File: src/rtl/lfr_pkg.sv
`default_nettype none

package lfr_pkg;

  // Default number of frame cells in the recency row.
  localparam int DEF_MAX_FRAMES = 64;

  // Field widths fixed by the interface.
  localparam int FRAME_W = 6;
  localparam int CNT_W   = 7;
  localparam int STAT_W  = 2;

  // Frames managed after reset.
  localparam logic [CNT_W-1:0] FRAMES_RESET = 7'd64;

  // Request commands.
  localparam logic CMD_REF   = 1'b0;
  localparam logic CMD_EVICT = 1'b1;

  // Result status codes.
  localparam logic [STAT_W-1:0] STAT_OK    = 2'd0;
  localparam logic [STAT_W-1:0] STAT_EMPTY = 2'd1;
  localparam logic [STAT_W-1:0] STAT_RANGE = 2'd2;

  // Update actions chosen during lookup.
  localparam logic [1:0] ACT_NONE   = 2'd0;
  localparam logic [1:0] ACT_APPEND = 2'd1;
  localparam logic [1:0] ACT_MOVE   = 2'd2;
  localparam logic [1:0] ACT_EVICT  = 2'd3;

  // Commands from the controller to the datapath.
  typedef struct packed {
    logic load_req;
    logic lookup;
    logic update;
    logic load_out;
  } ctrl_cmd_t;

  // Status from the datapath to the controller.
  typedef struct packed {
    logic needs_update;
  } dp_sts_t;

endpackage

`default_nettype wire

File: src/rtl/lfr_ctrl.sv
`default_nettype none

module lfr_ctrl (
  input  wire logic               clk,
  input  wire logic               rst_n,
  input  wire logic               in_valid,
  output logic                    in_stall,
  output logic                    out_valid,
  input  wire logic               out_stall,
  input  wire lfr_pkg::dp_sts_t   sts,
  output lfr_pkg::ctrl_cmd_t      cmd
);

  localparam logic [1:0] ST_IDLE   = 2'd0;
  localparam logic [1:0] ST_LOOKUP = 2'd1;
  localparam logic [1:0] ST_UPDATE = 2'd2;
  localparam logic [1:0] ST_FINISH = 2'd3;

  logic [1:0] state_r;
  logic [1:0] state_nxt;
  logic       out_valid_r;
  logic       out_valid_nxt;
  logic       slot_free;

  // The result register can be loaded when empty or being taken this cycle.
  assign slot_free = !out_valid_r || !out_stall;
  assign in_stall  = (state_r != ST_IDLE);
  assign out_valid = out_valid_r;

  // Sequencer: accept, look up the cell row, update it when needed, deliver the result.
  always_comb begin
    state_nxt    = state_r;
    cmd          = '0;
    unique case (state_r)
      ST_IDLE: begin
        if (in_valid) begin
          cmd.load_req = 1'b1;
          state_nxt    = ST_LOOKUP;
        end
      end
      ST_LOOKUP: begin
        cmd.lookup = 1'b1;
        state_nxt  = sts.needs_update ? ST_UPDATE : ST_FINISH;
      end
      ST_UPDATE: begin
        cmd.update = 1'b1;
        state_nxt  = ST_FINISH;
      end
      ST_FINISH: begin
        if (slot_free) begin
          cmd.load_out = 1'b1;
          state_nxt    = ST_IDLE;
        end
      end
      default: state_nxt = ST_IDLE;
    endcase
  end

  // Result valid holds until the result is taken.
  assign out_valid_nxt = cmd.load_out ? 1'b1 : (out_valid_r && out_stall);

  always_ff @(posedge clk) begin
    if (!rst_n) begin
      state_r     <= ST_IDLE;
      out_valid_r <= 1'b0;
    end else begin
      state_r     <= state_nxt;
      out_valid_r <= out_valid_nxt;
    end
  end

  // A pending result is never overwritten before it is taken.
  a_no_overwrite: assert property (@(posedge clk) disable iff (!rst_n)
    cmd.load_out |-> (!out_valid_r || !out_stall))
    else $error("result register loaded while a result is still pending");

endmodule

`default_nettype wire

File: src/rtl/lfr_dpath.sv
`default_nettype none

module lfr_dpath #(
  parameter int MAX_FRAMES = lfr_pkg::DEF_MAX_FRAMES
) (
  input  wire logic                        clk,
  input  wire logic                        rst_n,
  input  wire lfr_pkg::ctrl_cmd_t          cmd,
  output lfr_pkg::dp_sts_t                 sts,
  input  wire logic                        cfg_we,
  input  wire logic [lfr_pkg::CNT_W-1:0]   cfg_data,
  input  wire logic                        in_command,
  input  wire logic [lfr_pkg::FRAME_W-1:0] in_frame_index,
  output logic [lfr_pkg::FRAME_W-1:0]      out_evicted_frame,
  output logic [lfr_pkg::STAT_W-1:0]       out_status,
  output logic [lfr_pkg::CNT_W-1:0]        out_tracked_count
);

  localparam int IDX_W = $clog2(MAX_FRAMES);
  localparam int LEN_W = $clog2(MAX_FRAMES + 1);
  localparam int FW    = lfr_pkg::FRAME_W;
  localparam int CW    = lfr_pkg::CNT_W;

  // Configuration and order length.
  logic [CW-1:0]         frames_r;
  logic [LEN_W-1:0]      len_r;
  logic [LEN_W-1:0]      len_nxt;

  // Cell row: one tracked mark and one recency rank per frame.
  logic [MAX_FRAMES-1:0] tracked_r;
  logic [MAX_FRAMES-1:0] tracked_nxt;
  logic [IDX_W-1:0]      rank_r   [MAX_FRAMES];
  logic [IDX_W-1:0]      rank_nxt [MAX_FRAMES];

  // Request and lookup registers.
  logic                  req_cmd_r;
  logic [FW-1:0]         req_frame_r;
  logic [IDX_W+FW-1:0]   frame_wide;
  logic [IDX_W-1:0]      req_idx;
  logic [1:0]            action_r;
  logic [1:0]            action_nxt;
  logic [lfr_pkg::STAT_W-1:0] stat_r;
  logic [lfr_pkg::STAT_W-1:0] stat_nxt;
  logic [IDX_W-1:0]      thresh_r;
  logic [IDX_W-1:0]      thresh_nxt;
  logic [MAX_FRAMES-1:0] lru_hot_r;
  logic [MAX_FRAMES-1:0] lru_hot_nxt;
  logic                  in_range;
  logic                  sel_tracked;
  logic [IDX_W-1:0]      sel_rank;

  // Eviction index and result fields.
  logic [IDX_W-1:0]      ev_idx;
  logic [IDX_W+FW-1:0]   ev_wide;
  logic [LEN_W+CW-1:0]   len_wide;
  logic [FW-1:0]         out_evicted_r;
  logic [lfr_pkg::STAT_W-1:0] out_status_r;
  logic [CW-1:0]         out_count_r;

  assign frame_wide = {{IDX_W{1'b0}}, req_frame_r};
  assign req_idx    = frame_wide[IDX_W-1:0];

  // Lookup: each cell checks itself against the requested frame and rank zero.
  always_comb begin
    in_range    = ({1'b0, req_frame_r} < frames_r) && (32'(req_frame_r) < MAX_FRAMES);
    sel_tracked = 1'b0;
    sel_rank    = '0;
    for (int i = 0; i < MAX_FRAMES; i++) begin
      if (req_idx == IDX_W'(i)) begin
        sel_tracked = sel_tracked | tracked_r[i];
        sel_rank    = sel_rank | rank_r[i];
      end
      lru_hot_nxt[i] = tracked_r[i] && (rank_r[i] == '0);
    end
    action_nxt = lfr_pkg::ACT_NONE;
    stat_nxt   = lfr_pkg::STAT_OK;
    thresh_nxt = '0;
    priority if (req_cmd_r == lfr_pkg::CMD_EVICT) begin
      if (len_r == '0) begin
        stat_nxt = lfr_pkg::STAT_EMPTY;
      end else begin
        action_nxt = lfr_pkg::ACT_EVICT;
      end
    end else if (!in_range) begin
      stat_nxt = lfr_pkg::STAT_RANGE;
    end else if (sel_tracked) begin
      action_nxt = lfr_pkg::ACT_MOVE;
      thresh_nxt = sel_rank;
    end else if (len_r < LEN_W'(MAX_FRAMES)) begin
      action_nxt = lfr_pkg::ACT_APPEND;
    end else begin
      action_nxt = lfr_pkg::ACT_NONE;
    end
  end

  assign sts.needs_update = (action_nxt != lfr_pkg::ACT_NONE);

  // Encode the least recent cell from its one-hot marker.
  always_comb begin
    ev_idx = '0;
    for (int i = 0; i < MAX_FRAMES; i++) begin
      ev_idx = ev_idx | (lru_hot_r[i] ? IDX_W'(i) : '0);
    end
  end

  // Update: on a move or evict, cells above the threshold move one step toward least recent.
  always_comb begin
    tracked_nxt = tracked_r;
    len_nxt     = len_r;
    for (int i = 0; i < MAX_FRAMES; i++) begin
      rank_nxt[i] = rank_r[i];
    end
    if (cmd.update) begin
      for (int i = 0; i < MAX_FRAMES; i++) begin
        if ((action_r == lfr_pkg::ACT_MOVE || action_r == lfr_pkg::ACT_EVICT) &&
            tracked_r[i] && (rank_r[i] > thresh_r)) begin
          rank_nxt[i] = rank_r[i] - 1'b1;
        end
        if (req_idx == IDX_W'(i)) begin
          if (action_r == lfr_pkg::ACT_MOVE) begin
            rank_nxt[i] = IDX_W'(len_r - 1'b1);
          end
          if (action_r == lfr_pkg::ACT_APPEND) begin
            tracked_nxt[i] = 1'b1;
            rank_nxt[i]    = IDX_W'(len_r);
          end
        end
        if (action_r == lfr_pkg::ACT_EVICT && lru_hot_r[i]) begin
          tracked_nxt[i] = 1'b0;
        end
      end
      if (action_r == lfr_pkg::ACT_APPEND) begin
        len_nxt = len_r + 1'b1;
      end else if (action_r == lfr_pkg::ACT_EVICT) begin
        len_nxt = len_r - 1'b1;
      end
    end
  end

  // Control state: marks, length and the frame limit.
  always_ff @(posedge clk) begin
    if (!rst_n) begin
      tracked_r <= '0;
      len_r     <= '0;
      frames_r  <= lfr_pkg::FRAMES_RESET;
    end else begin
      tracked_r <= tracked_nxt;
      len_r     <= len_nxt;
      if (cfg_we) begin
        frames_r <= cfg_data;
      end
    end
  end

  // Ranks are meaningful only where the cell is tracked.
  always_ff @(posedge clk) begin
    for (int i = 0; i < MAX_FRAMES; i++) begin
      rank_r[i] <= rank_nxt[i];
    end
  end

  // Request and lookup capture.
  always_ff @(posedge clk) begin
    if (cmd.load_req) begin
      req_cmd_r   <= in_command;
      req_frame_r <= in_frame_index;
    end
    if (cmd.lookup) begin
      action_r  <= action_nxt;
      stat_r    <= stat_nxt;
      thresh_r  <= thresh_nxt;
      lru_hot_r <= lru_hot_nxt;
    end
  end

  // Result register.
  assign ev_wide  = {{FW{1'b0}}, ev_idx};
  assign len_wide = {{CW{1'b0}}, len_r};

  always_ff @(posedge clk) begin
    if (cmd.load_out) begin
      out_evicted_r <= (action_r == lfr_pkg::ACT_EVICT) ? ev_wide[FW-1:0] : '0;
      out_status_r  <= stat_r;
      out_count_r   <= len_wide[CW-1:0];
    end
  end

  assign out_evicted_frame = out_evicted_r;
  assign out_status        = out_status_r;
  assign out_tracked_count = out_count_r;

  // The number of tracked marks always equals the order length.
  a_count_match: assert property (@(posedge clk) disable iff (!rst_n)
    $countones(tracked_r) == int'(len_r))
    else $error("tracked marks disagree with order length");

  // An eviction finds exactly one least recent cell.
  a_single_lru: assert property (@(posedge clk) disable iff (!rst_n)
    (cmd.update && action_r == lfr_pkg::ACT_EVICT) |-> $onehot(lru_hot_r))
    else $error("eviction without a unique least recent cell");

  // The order never grows past the cell count.
  a_len_bound: assert property (@(posedge clk) disable iff (!rst_n)
    int'(len_r) <= MAX_FRAMES)
    else $error("order length exceeds frame cells");

endmodule

`default_nettype wire

File: src/rtl/lru_frame_replacement.sv
`default_nettype none

// Exact least-recently-used replacement over physical page frames. A reference
// request (command 0) marks a frame as most recent, adding it if untracked; an
// evict request (command 1) removes and returns the least recent frame. Status
// reports an evict with nothing tracked or a frame at or above frames_in_use;
// in both cases state is left unchanged. Each frame has a cell holding its
// tracked mark and its recency rank, and all cells compare and shift ranks in
// parallel. A request passes through accept, lookup, update and result load,
// skipping update when it changes no state, in the controller's sequence over
// the shared cell row; one request is in work at a time, and a new one can be
// accepted while the previous result waits on out_stall. Marks clear at reset
// with no clearing pass. frames_in_use is written through the cfg port,
// which is always ready, and should only change while the block is idle.
module lru_frame_replacement #(
  parameter int MAX_FRAMES = lfr_pkg::DEF_MAX_FRAMES
) (
  input  wire logic                        clk,
  input  wire logic                        rst_n,
  input  wire logic                        in_valid,
  output logic                             in_stall,
  input  wire logic                        in_command,
  input  wire logic [lfr_pkg::FRAME_W-1:0] in_frame_index,
  output logic                             out_valid,
  input  wire logic                        out_stall,
  output logic [lfr_pkg::FRAME_W-1:0]      out_evicted_frame,
  output logic [lfr_pkg::STAT_W-1:0]       out_status,
  output logic [lfr_pkg::CNT_W-1:0]        out_tracked_count,
  input  wire logic                        cfg_valid,
  output logic                             cfg_ready,
  input  wire logic [lfr_pkg::CNT_W-1:0]   cfg_frames_in_use
);

  lfr_pkg::ctrl_cmd_t cmd;
  lfr_pkg::dp_sts_t   sts;

  // The frame limit register takes a write in any cycle.
  assign cfg_ready = 1'b1;

  lfr_ctrl u_ctrl (
    .clk       (clk),
    .rst_n     (rst_n),
    .in_valid  (in_valid),
    .in_stall  (in_stall),
    .out_valid (out_valid),
    .out_stall (out_stall),
    .sts       (sts),
    .cmd       (cmd)
  );

  lfr_dpath #(
    .MAX_FRAMES (MAX_FRAMES)
  ) u_dpath (
    .clk               (clk),
    .rst_n             (rst_n),
    .cmd               (cmd),
    .sts               (sts),
    .cfg_we            (cfg_valid && cfg_ready),
    .cfg_data          (cfg_frames_in_use),
    .in_command        (in_command),
    .in_frame_index    (in_frame_index),
    .out_evicted_frame (out_evicted_frame),
    .out_status        (out_status),
    .out_tracked_count (out_tracked_count)
  );

endmodule

`default_nettype wire
File: config.mk
export PLATFORM = sky130hd
export DESIGN_NAME = lru_frame_replacement
export DESIGN_NICKNAME = d
export VERILOG_FILES = /design/src/rtl/lfr_pkg.sv /design/src/rtl/lfr_ctrl.sv /design/src/rtl/lfr_dpath.sv /design/src/rtl/lru_frame_replacement.sv
export SDC_FILE = /design/constraint.sdc
export NUM_CORES = 2
export LEC_CHECK = 0
export BUFFER_PORTS_ARGS = -buffer_cell sky130_fd_sc_hd__buf_2
export CORE_ASPECT_RATIO = 2
export CORE_UTILIZATION = 55
export CTS_BUF_LIST = sky130_fd_sc_hd__clkbuf_8
export DETAILED_ROUTE_END_ITERATION = 12
export PLACE_DENSITY_LB_ADDON = 0.3
export SETUP_SLACK_MARGIN = 0.2
export SYNTH_ARGS = -nofsm -noshare
export SYNTH_HDL_FRONTEND = slang
export SYNTH_SLANG_ARGS = --single-unit
File: constraint.sdc
create_clock -name clk -period 18.2 [get_ports clk]
set_input_delay 1.82 -clock clk [delete_from_list [all_inputs] [get_ports clk]]
set_output_delay 1.82 -clock clk [all_outputs]
set_load 0.005 [all_outputs]
* Word level (Yosys, flattened, before mapping)
Memories as Yosys holds them, arrays and structs flattened. Index checks and enable logic that the tools add are counted.
Word-level totals: flip-flop bits (word level) 177, bits in writable memories 384, input port bits 19, output and inout bits 18, logic and storage cells 1595, memories kept 1
Cells by class: add/sub/neg operators 66, $lt $le $gt $ge 66, equal/unequal tests 71, muxes and demuxes 598, bitwise gates (word level) 190, reduce and logical (&&, ||, !) cells 526
Memories:
- u_dpath.rank_r | words 64, width 6, read ports 64, clocked after memory_dff 0, wr ports 64, RTL line lfr_dpath.sv:32 | logic [IDX_W-1:0] rank_r [MAX_FRAMES];
Operators with widths (count):
- 6-bit 2-to-1 mux | 352
- 6-bit bitwise OR | 125
- 6-bit zero test | 65
- 6-bit greater-than comparator | 64
- 384-bit 2-to-1 mux | 1
- 6-bit by 1-bit subtractor with 6-bit output, second input constant | 64
- 2-bit nonzero test | 131
- 1-bit logical AND | 257
- 1-bit 2-to-1 mux | 204
- 6-bit == test, second input constant | 32
- 3-bit AND reduction | 64
- 6-bit by 5-bit == test with 1-bit output, second input constant | 16
- 5-bit 2-to-1 mux | 16
- 1-bit bitwise OR | 63
- 6-bit by 4-bit == test with 1-bit output, second input constant | 8
- 4-bit 2-to-1 mux | 8
- 6-bit by 3-bit == test with 1-bit output, second input constant | 4
- 2-bit 2-to-1 mux | 10
- 7-bit 2-to-1 mux | 2
- 6-bit by 2-bit == test with 1-bit output, second input constant | 2
- 3-bit 2-to-1 mux | 4
- 2-bit == test, second input constant | 4
- 2-bit one-hot mux with 4 select lines | 1
- 7-bit by 1-bit adder with 7-bit output, second input constant | 1
- 14 further kinds | 19

* Depth between registers and ports, before layout
depth in word-level cells 134, gate-level depth with buffers 10, mapped depth without buffers 8

* Modules after synthesis
A second synthesis with hierarchy kept.
Second synthesis, totals: cells, all modules 4561, area, all modules 43137.6 um2
By module, submodules not included:
- lfr_dpath | instances 1, cells an instance 4534, area an instance 42889.9 um2, seq. area each 15975.3 um2
- lfr_ctrl | instances 1, cells an instance 25, area an instance 236.5 um2, seq. area each 60.1 um2
- lru_frame_replacement | instances 1, cells an instance 2, area an instance 11.3 um2, seq. area each 0.0 um2

* Worst setup path before layout
No wires, ideal clock.
kind flip-flop to flip-flop, start register u_ctrl.state_r[0], end register u_dpath.len_r[4], library setup time 0.115 ns, arrival 11.138 ns, slack 6.947 ns, stages on the path, launching flop included 7, path buffers 0, cell sequence dfxtp_1 -> inv_1 -> ha_1 -> nand2_1 -> a221oi_1 -> xor2_1 -> and2_1
On the way: word-level cells in the longest chain between the ends 3
RTL lines:
- from (decl) | RTL line lfr_ctrl.sv:19 | logic [1:0] state_r;
- from (signal assigned) | RTL line lfr_ctrl.sv:67 | state_r <= state_nxt;
- 2-bit == test | RTL line lfr_ctrl.sv:34 | unique case (state_r)
- 1-bit 2-to-1 mux | RTL line lfr_ctrl.sv:34
- 2-bit AND reduction (no source line)
- to (signal assigned) | RTL line lfr_dpath.sv:148 | len_r <= len_nxt;
- to (decl) | RTL line lfr_dpath.sv:26 | logic [LEN_W-1:0] len_r;
Every way passes these cells. A chain may end at the register's enable or synchronous reset.

* Final worst setup path
start register u_dpath.req_frame_r[5], end register u_dpath.thresh_r[1] (data pin)
On the way: word-level cells in the longest chain between the ends 130
RTL lines:
- from (decl) | RTL line lfr_dpath.sv:37 | logic [FW-1:0] req_frame_r;
- from (signal assigned) | RTL line lfr_dpath.sv:166 | req_frame_r <= in_frame_index;
- 6-bit zero test | RTL line lfr_dpath.sv:69 | if (req_idx == IDX_W'(i)) begin
- 1-bit 2-to-1 mux | RTL line lfr_dpath.sv:69
- 1-bit bitwise OR | RTL line lfr_dpath.sv:70 | sel_tracked = sel_tracked | tracked_r[i];
- 1-bit 2-to-1 mux | RTL line lfr_dpath.sv:69
- 1-bit bitwise OR | RTL line lfr_dpath.sv:70
- 1-bit 2-to-1 mux | RTL line lfr_dpath.sv:69
- 1-bit bitwise OR | RTL line lfr_dpath.sv:70
- 1-bit 2-to-1 mux | RTL line lfr_dpath.sv:69
- [114 not listed]
- 1-bit bitwise OR | RTL line lfr_dpath.sv:70
- 1-bit 2-to-1 mux | RTL line lfr_dpath.sv:69
- 1-bit bitwise OR | RTL line lfr_dpath.sv:70
- 1-bit 2-to-1 mux | RTL line lfr_dpath.sv:69
- 1-bit bitwise OR | RTL line lfr_dpath.sv:70
- 1-bit 2-to-1 mux | RTL line lfr_dpath.sv:69
- 1-bit inverter (no source line)
- 3-bit OR reduction (no source line)
- to (signal assigned) | RTL line lfr_dpath.sv:171 | thresh_r <= thresh_nxt;
- to (decl) | RTL line lfr_dpath.sv:44 | logic [IDX_W-1:0] thresh_r;
Several ways; a longest one is shown, not always the timed one.

==> summary.md <==
| Metric | Value |
|---|---|
| Maximum clock frequency | approximately 0.23 GHz |
| Ratio of routed vias to standard cells | 7.47 |
| Initial antenna violation count | 35 |
| Most frequently used flop master after synthesis | sky130_fd_sc_hd__edfxtp_1 |
| HPWL after detailed placement | about 130 mm |
| Number of buffers between clock root and the deepest sink | 3 |
| Hold Violations, Final | 0 |
| CP Class | reg2reg |
| TritonCTS clock tree | yes |
| Average wire per cell in the routed design | between 30 and 40 µm |
| Slew margin rel. | 0.144 |
| Worst-case clock skew | 0.0357 ns |
| Post-CTS clock slew at the launch and capture registers of the worst setup and hold paths | approximately 0.070 ns |
| Critical Path Sink Type | flip-flop |
| Synth Instances | between 4000 and 5000 |
| Yosys warning total | 0 |
| Share of final-layout standard cells stronger than drive strength 1 | 0.0700 |
| Top-Level Pins | 37 |
| Violation count after the first detailed-route iteration | roughly 5500 |
| DRC | 0 |
| Critical Path AT | about 5 ns |
| Post-layout nets | a little under 5000 |
| Switching component of the power | between 2 and 3 mW |
| Worst-Skew Late Latency | ~0.83 ns |
| Post-Synthesis Cell Area | between 40000 and 50000 µm² |
| Total Die Area | a little under 80000 µm² |
| Multi-input gate area in the final layout | 25300 µm² |
| Clock power frac | 0.199 |
| Critical-path maximum fanout | 62 |
| Routability congestion estimate from global placement | about 1.1 |
| Total track usage | 0.496 |
| Area overhead of the layout relative to synthesis | 7.42% |
| Overflow after GRT | 0 |
| Gates resized, CTS repair | 0 |
| Distinct cells, synth | 62 |
| Clock sink count | 561 |
| Initial core utilization | 0.555 |
| DIE HEIGHT | about 400 µm |
| First-pass GRT wire length | between 200 and 300 mm |
| Number of global-route vias before repair | ~40000 |
| Remaining antenna violation count | 0 |
| Total Routed Length | approximately 190 mm |
| CTS Buf Count | 88 |
| Avg Cell Area, Syn | 9.53 µm² |
| Leading post-synthesis cells by instance count | sky130_fd_sc_hd__edfxtp_1 (480), sky130_fd_sc_hd__ha_1 (460), sky130_fd_sc_hd__nand3_1 (419) |
| Most frequently used cell type in the post-synthesis netlist | sky130_fd_sc_hd__edfxtp_1 |
| Part of the Yosys area used for sequential elements | 0.375 |
| Count of flip-flops with a built-in enable after synthesis | 480 |
| Placement Setup Slack | around 14 ns |
| Fill cell instance count of the final layout | between 6000 and 7000 |
| Overall via count from detail_route | between 40000 and 50000 |
| Share of the synthesized area in the top cell type | 0.337 |
| Core region area | just under 80000 µm² |
| Fraction of registers with async set/reset | 0 |
| Final worst-path setup slack | around 14 ns |
| Ranking of synthesized cells by area | sky130_fd_sc_hd__edfxtp_1 (34%), sky130_fd_sc_hd__ha_1 (13%), sky130_fd_sc_hd__o22ai_1 (5.6%), sky130_fd_sc_hd__xnor2_1 (5.0%), sky130_fd_sc_hd__nand3_1 (4.9%) |
| Worst setup SP type | flip-flop |
| Fraction of the cycle the final worst path needs | 0.243 |
| Slew at the pin with the worst max-slew slack | ~1.3 ns |
| Logic pwr share | 0.424 |
| Level count of the clock H-tree | 3 |
| Setup Fix Bufs, Post-CTS | 0 |
| Length of the first detailed-routing pass in iterations | 8 |
| Post-route minimum period | between 4 and 5 ns |
| Number of port buffers | 35 |
| RSZ-0062 raised after global routing | false |
| Post-Synthesis Net Count | roughly 5000 |
| Sum of internal, switching and leakage power | 6.14 mW |
| Maximum number of pins on one net before global-route repair | approximately 160 |
| Total number of placement rows | 144 |
| WP data required | between 15 and 20 ns |
| Yosys reg bits | approximately 560 |
| Largest area contributor in the netlist | sky130_fd_sc_hd__edfxtp_1 |
| Share of total power in sequential cells | 0.377 |
| Switching share of power | 0.468 |
| Path type of the worst min-delay path | reg2reg |
| Chip Width | between 150 and 200 µm |
| Post-CTS Hold Fix Bufs | 0 |
| Run status | finished, final reports clean |
| Total setup violations reported at the end of the flow | 0 |
| Worst vdd ir | about 0.1 mV |
| Aggregate negative setup slack | 0 ns |
| Number of max-slew violations in the final report | 0 |
| Pwr Density | around 130 nW/µm² |
| Leakage power figure | between 15 and 20 nW |
| Area taken by flip-flops and latches | around 16000 µm² |
| Internal cell power | 3.27 mW |
| Root Buffer Master | sky130_fd_sc_hd__clkbuf_8 |
| Number of max-cap violations | 0 |
==> path summary, 6_finish.rpt <==
kind / startpoint / to / slack, ns / cells past startpoint
setup / recovery: u_dpath.req_frame_r[5] / u_dpath.thresh_r[1] / 13.78 / 8
hold / removal: u_dpath.stat_r[1] / u_dpath.out_status[1] / 0.44 / 0
setup reg to reg: u_dpath.req_frame_r[5] / u_dpath.thresh_r[1] / 13.78 / 8
hold reg to reg: u_dpath.stat_r[1] / u_dpath.out_status[1] / 0.44 / 0
==> kinds of logic after synthesis <==
| group | count (synthesis) | share of synthesized area |
|---|---|---|
| other cells | 1 | 0.0000878 |
| compound gates | 1007 | 0.161 |
| xor+xnor | 326 | 0.0668 |
| fa+ha+maj | 460 | 0.135 |
| simple gates | 1671 | 0.206 |
| flops | 561 | 0.375 |
| buf+inv | 382 | 0.0371 |
| mux | 72 | 0.0187 |
==> metal layers <==
| metal | track usage | wire (µm) | up-vias |
|---|---|---|---|
| met5 | 0.0287 | 459 | - |
| met1 | 0.508 | 59400 | 20000 |
| met3 | 0.192 | 25100 | 1156 |
| met4 | 0.514 | 24600 | 34 |
| met2 | 0.743 | 84800 | 3123 |
| li1 | - | - | 17400 |
==> layout make-up <==
cell class | count | area share
Sequential cell | 561 | 0.350
Clock buffer | 100 | 0.0300
Timing Repair Buffer | 91 | 0.0135
Clock inverter | 64 | 0.0112
Antenna cell | 20 | 0.00109
Tap cell | 1022 | 0.0279
Inverter | 191 | 0.0158
Multi-Input combinational cell | 3537 | 0.551
==> metrics by stage <==
| stage | instance area, µm² | utilization | hold slack [ns] | std cells |
|---|---|---|---|---|
| floorplan | 42700 | - | 0.400 | 4480 |
| global placement | 43900 | 0.571 | 0.421 | 5401 |
| detailed placement | 43900 | 0.571 | 0.428 | 5401 |
| CTS | 45800 | 0.595 | 0.442 | 5565 |
| global route | 45800 | 0.596 | 0.453 | 5572 |
| finish | 45900 | 0.596 | 0.435 | 5586 |
==> worst max-delay path: stages, from the launching register on <==
cell and delay (ns):
sky130_fd_sc_hd__edfxtp_1 0.51, sky130_fd_sc_hd__nor2b_4 0.18, sky130_fd_sc_hd__buf_4 0.31, sky130_fd_sc_hd__buf_4 0.46
sky130_fd_sc_hd__and2_1 0.37, sky130_fd_sc_hd__a22oi_1 0.71, sky130_fd_sc_hd__nand4_1 0.86, sky130_fd_sc_hd__nor4_1 0.51
sky130_fd_sc_hd__a211oi_1 0.12
==> placed cells by master, fill, tap and decap left out, types with 31 or more instances in the layout <==
cell | Yosys | final
sky130_fd_sc_hd__a21o_1 | 135 | 135
sky130_fd_sc_hd__a221oi_1 | 45 | 45
sky130_fd_sc_hd__a31oi_1 | 73 | 73
sky130_fd_sc_hd__and2_1 | 86 | 84
sky130_fd_sc_hd__and4_1 | 68 | 68
sky130_fd_sc_hd__buf_2 | 50 | 35
sky130_fd_sc_hd__buf_4 | 13 | 54
sky130_fd_sc_hd__clkbuf_8 | 0 | 100
sky130_fd_sc_hd__dfxtp_1 | 81 | 81
sky130_fd_sc_hd__edfxtp_1 | 480 | 480
sky130_fd_sc_hd__ha_1 | 460 | 458
sky130_fd_sc_hd__inv_1 | 191 | 215
sky130_fd_sc_hd__mux2_2 | 64 | 64
sky130_fd_sc_hd__nand2_1 | 345 | 345
sky130_fd_sc_hd__nand3_1 | 419 | 419
sky130_fd_sc_hd__nand4_1 | 73 | 73
sky130_fd_sc_hd__nor2_1 | 196 | 194
sky130_fd_sc_hd__nor2b_1 | 33 | 31
sky130_fd_sc_hd__nor3_1 | 146 | 146
sky130_fd_sc_hd__nor3b_1 | 45 | 45
sky130_fd_sc_hd__nor4_1 | 127 | 127
sky130_fd_sc_hd__o2111ai_1 | 47 | 46
sky130_fd_sc_hd__o211ai_1 | 74 | 74
sky130_fd_sc_hd__o21a_1 | 62 | 62
sky130_fd_sc_hd__o21ai_0 | 91 | 91
sky130_fd_sc_hd__o22ai_1 | 385 | 385
sky130_fd_sc_hd__or3_1 | 78 | 78
sky130_fd_sc_hd__xnor2_1 | 244 | 244
sky130_fd_sc_hd__xor2_1 | 82 | 82
==> sequential cells by signal (all words and copies together) (netlist names) <==
name and cells:
u_dpath.lru_hot_r 64, u_dpath.out_tracked_count 7, u_dpath.frames_r 7, u_dpath.len_r 7
u_dpath.req_frame_r 6, u_dpath.tracked_r 64, u_dpath.out_evicted_frame 6, u_dpath.out_status 2
u_ctrl.out_valid 1, u_dpath.stat_r 2, u_dpath.req_cmd_r 1, u_dpath.rank_r 384
u_ctrl.state_r 2, u_dpath.action_r 2, u_dpath.thresh_r 6
==> power groups by stage <==
stage / registers [mW] / clock network (mW) / logic [mW]
after floorplan: 2.17 / 0 / 1.64
after global placement: 2.29 / 0 / 2.41
after detailed placement: 2.30 / 0 / 2.48
after CTS: 2.27 / 1.21 / 2.49
after global routing: 2.31 / 1.26 / 2.78
final: 2.32 / 1.22 / 2.61
No activity file was read; power rests on OpenSTA's default activity.
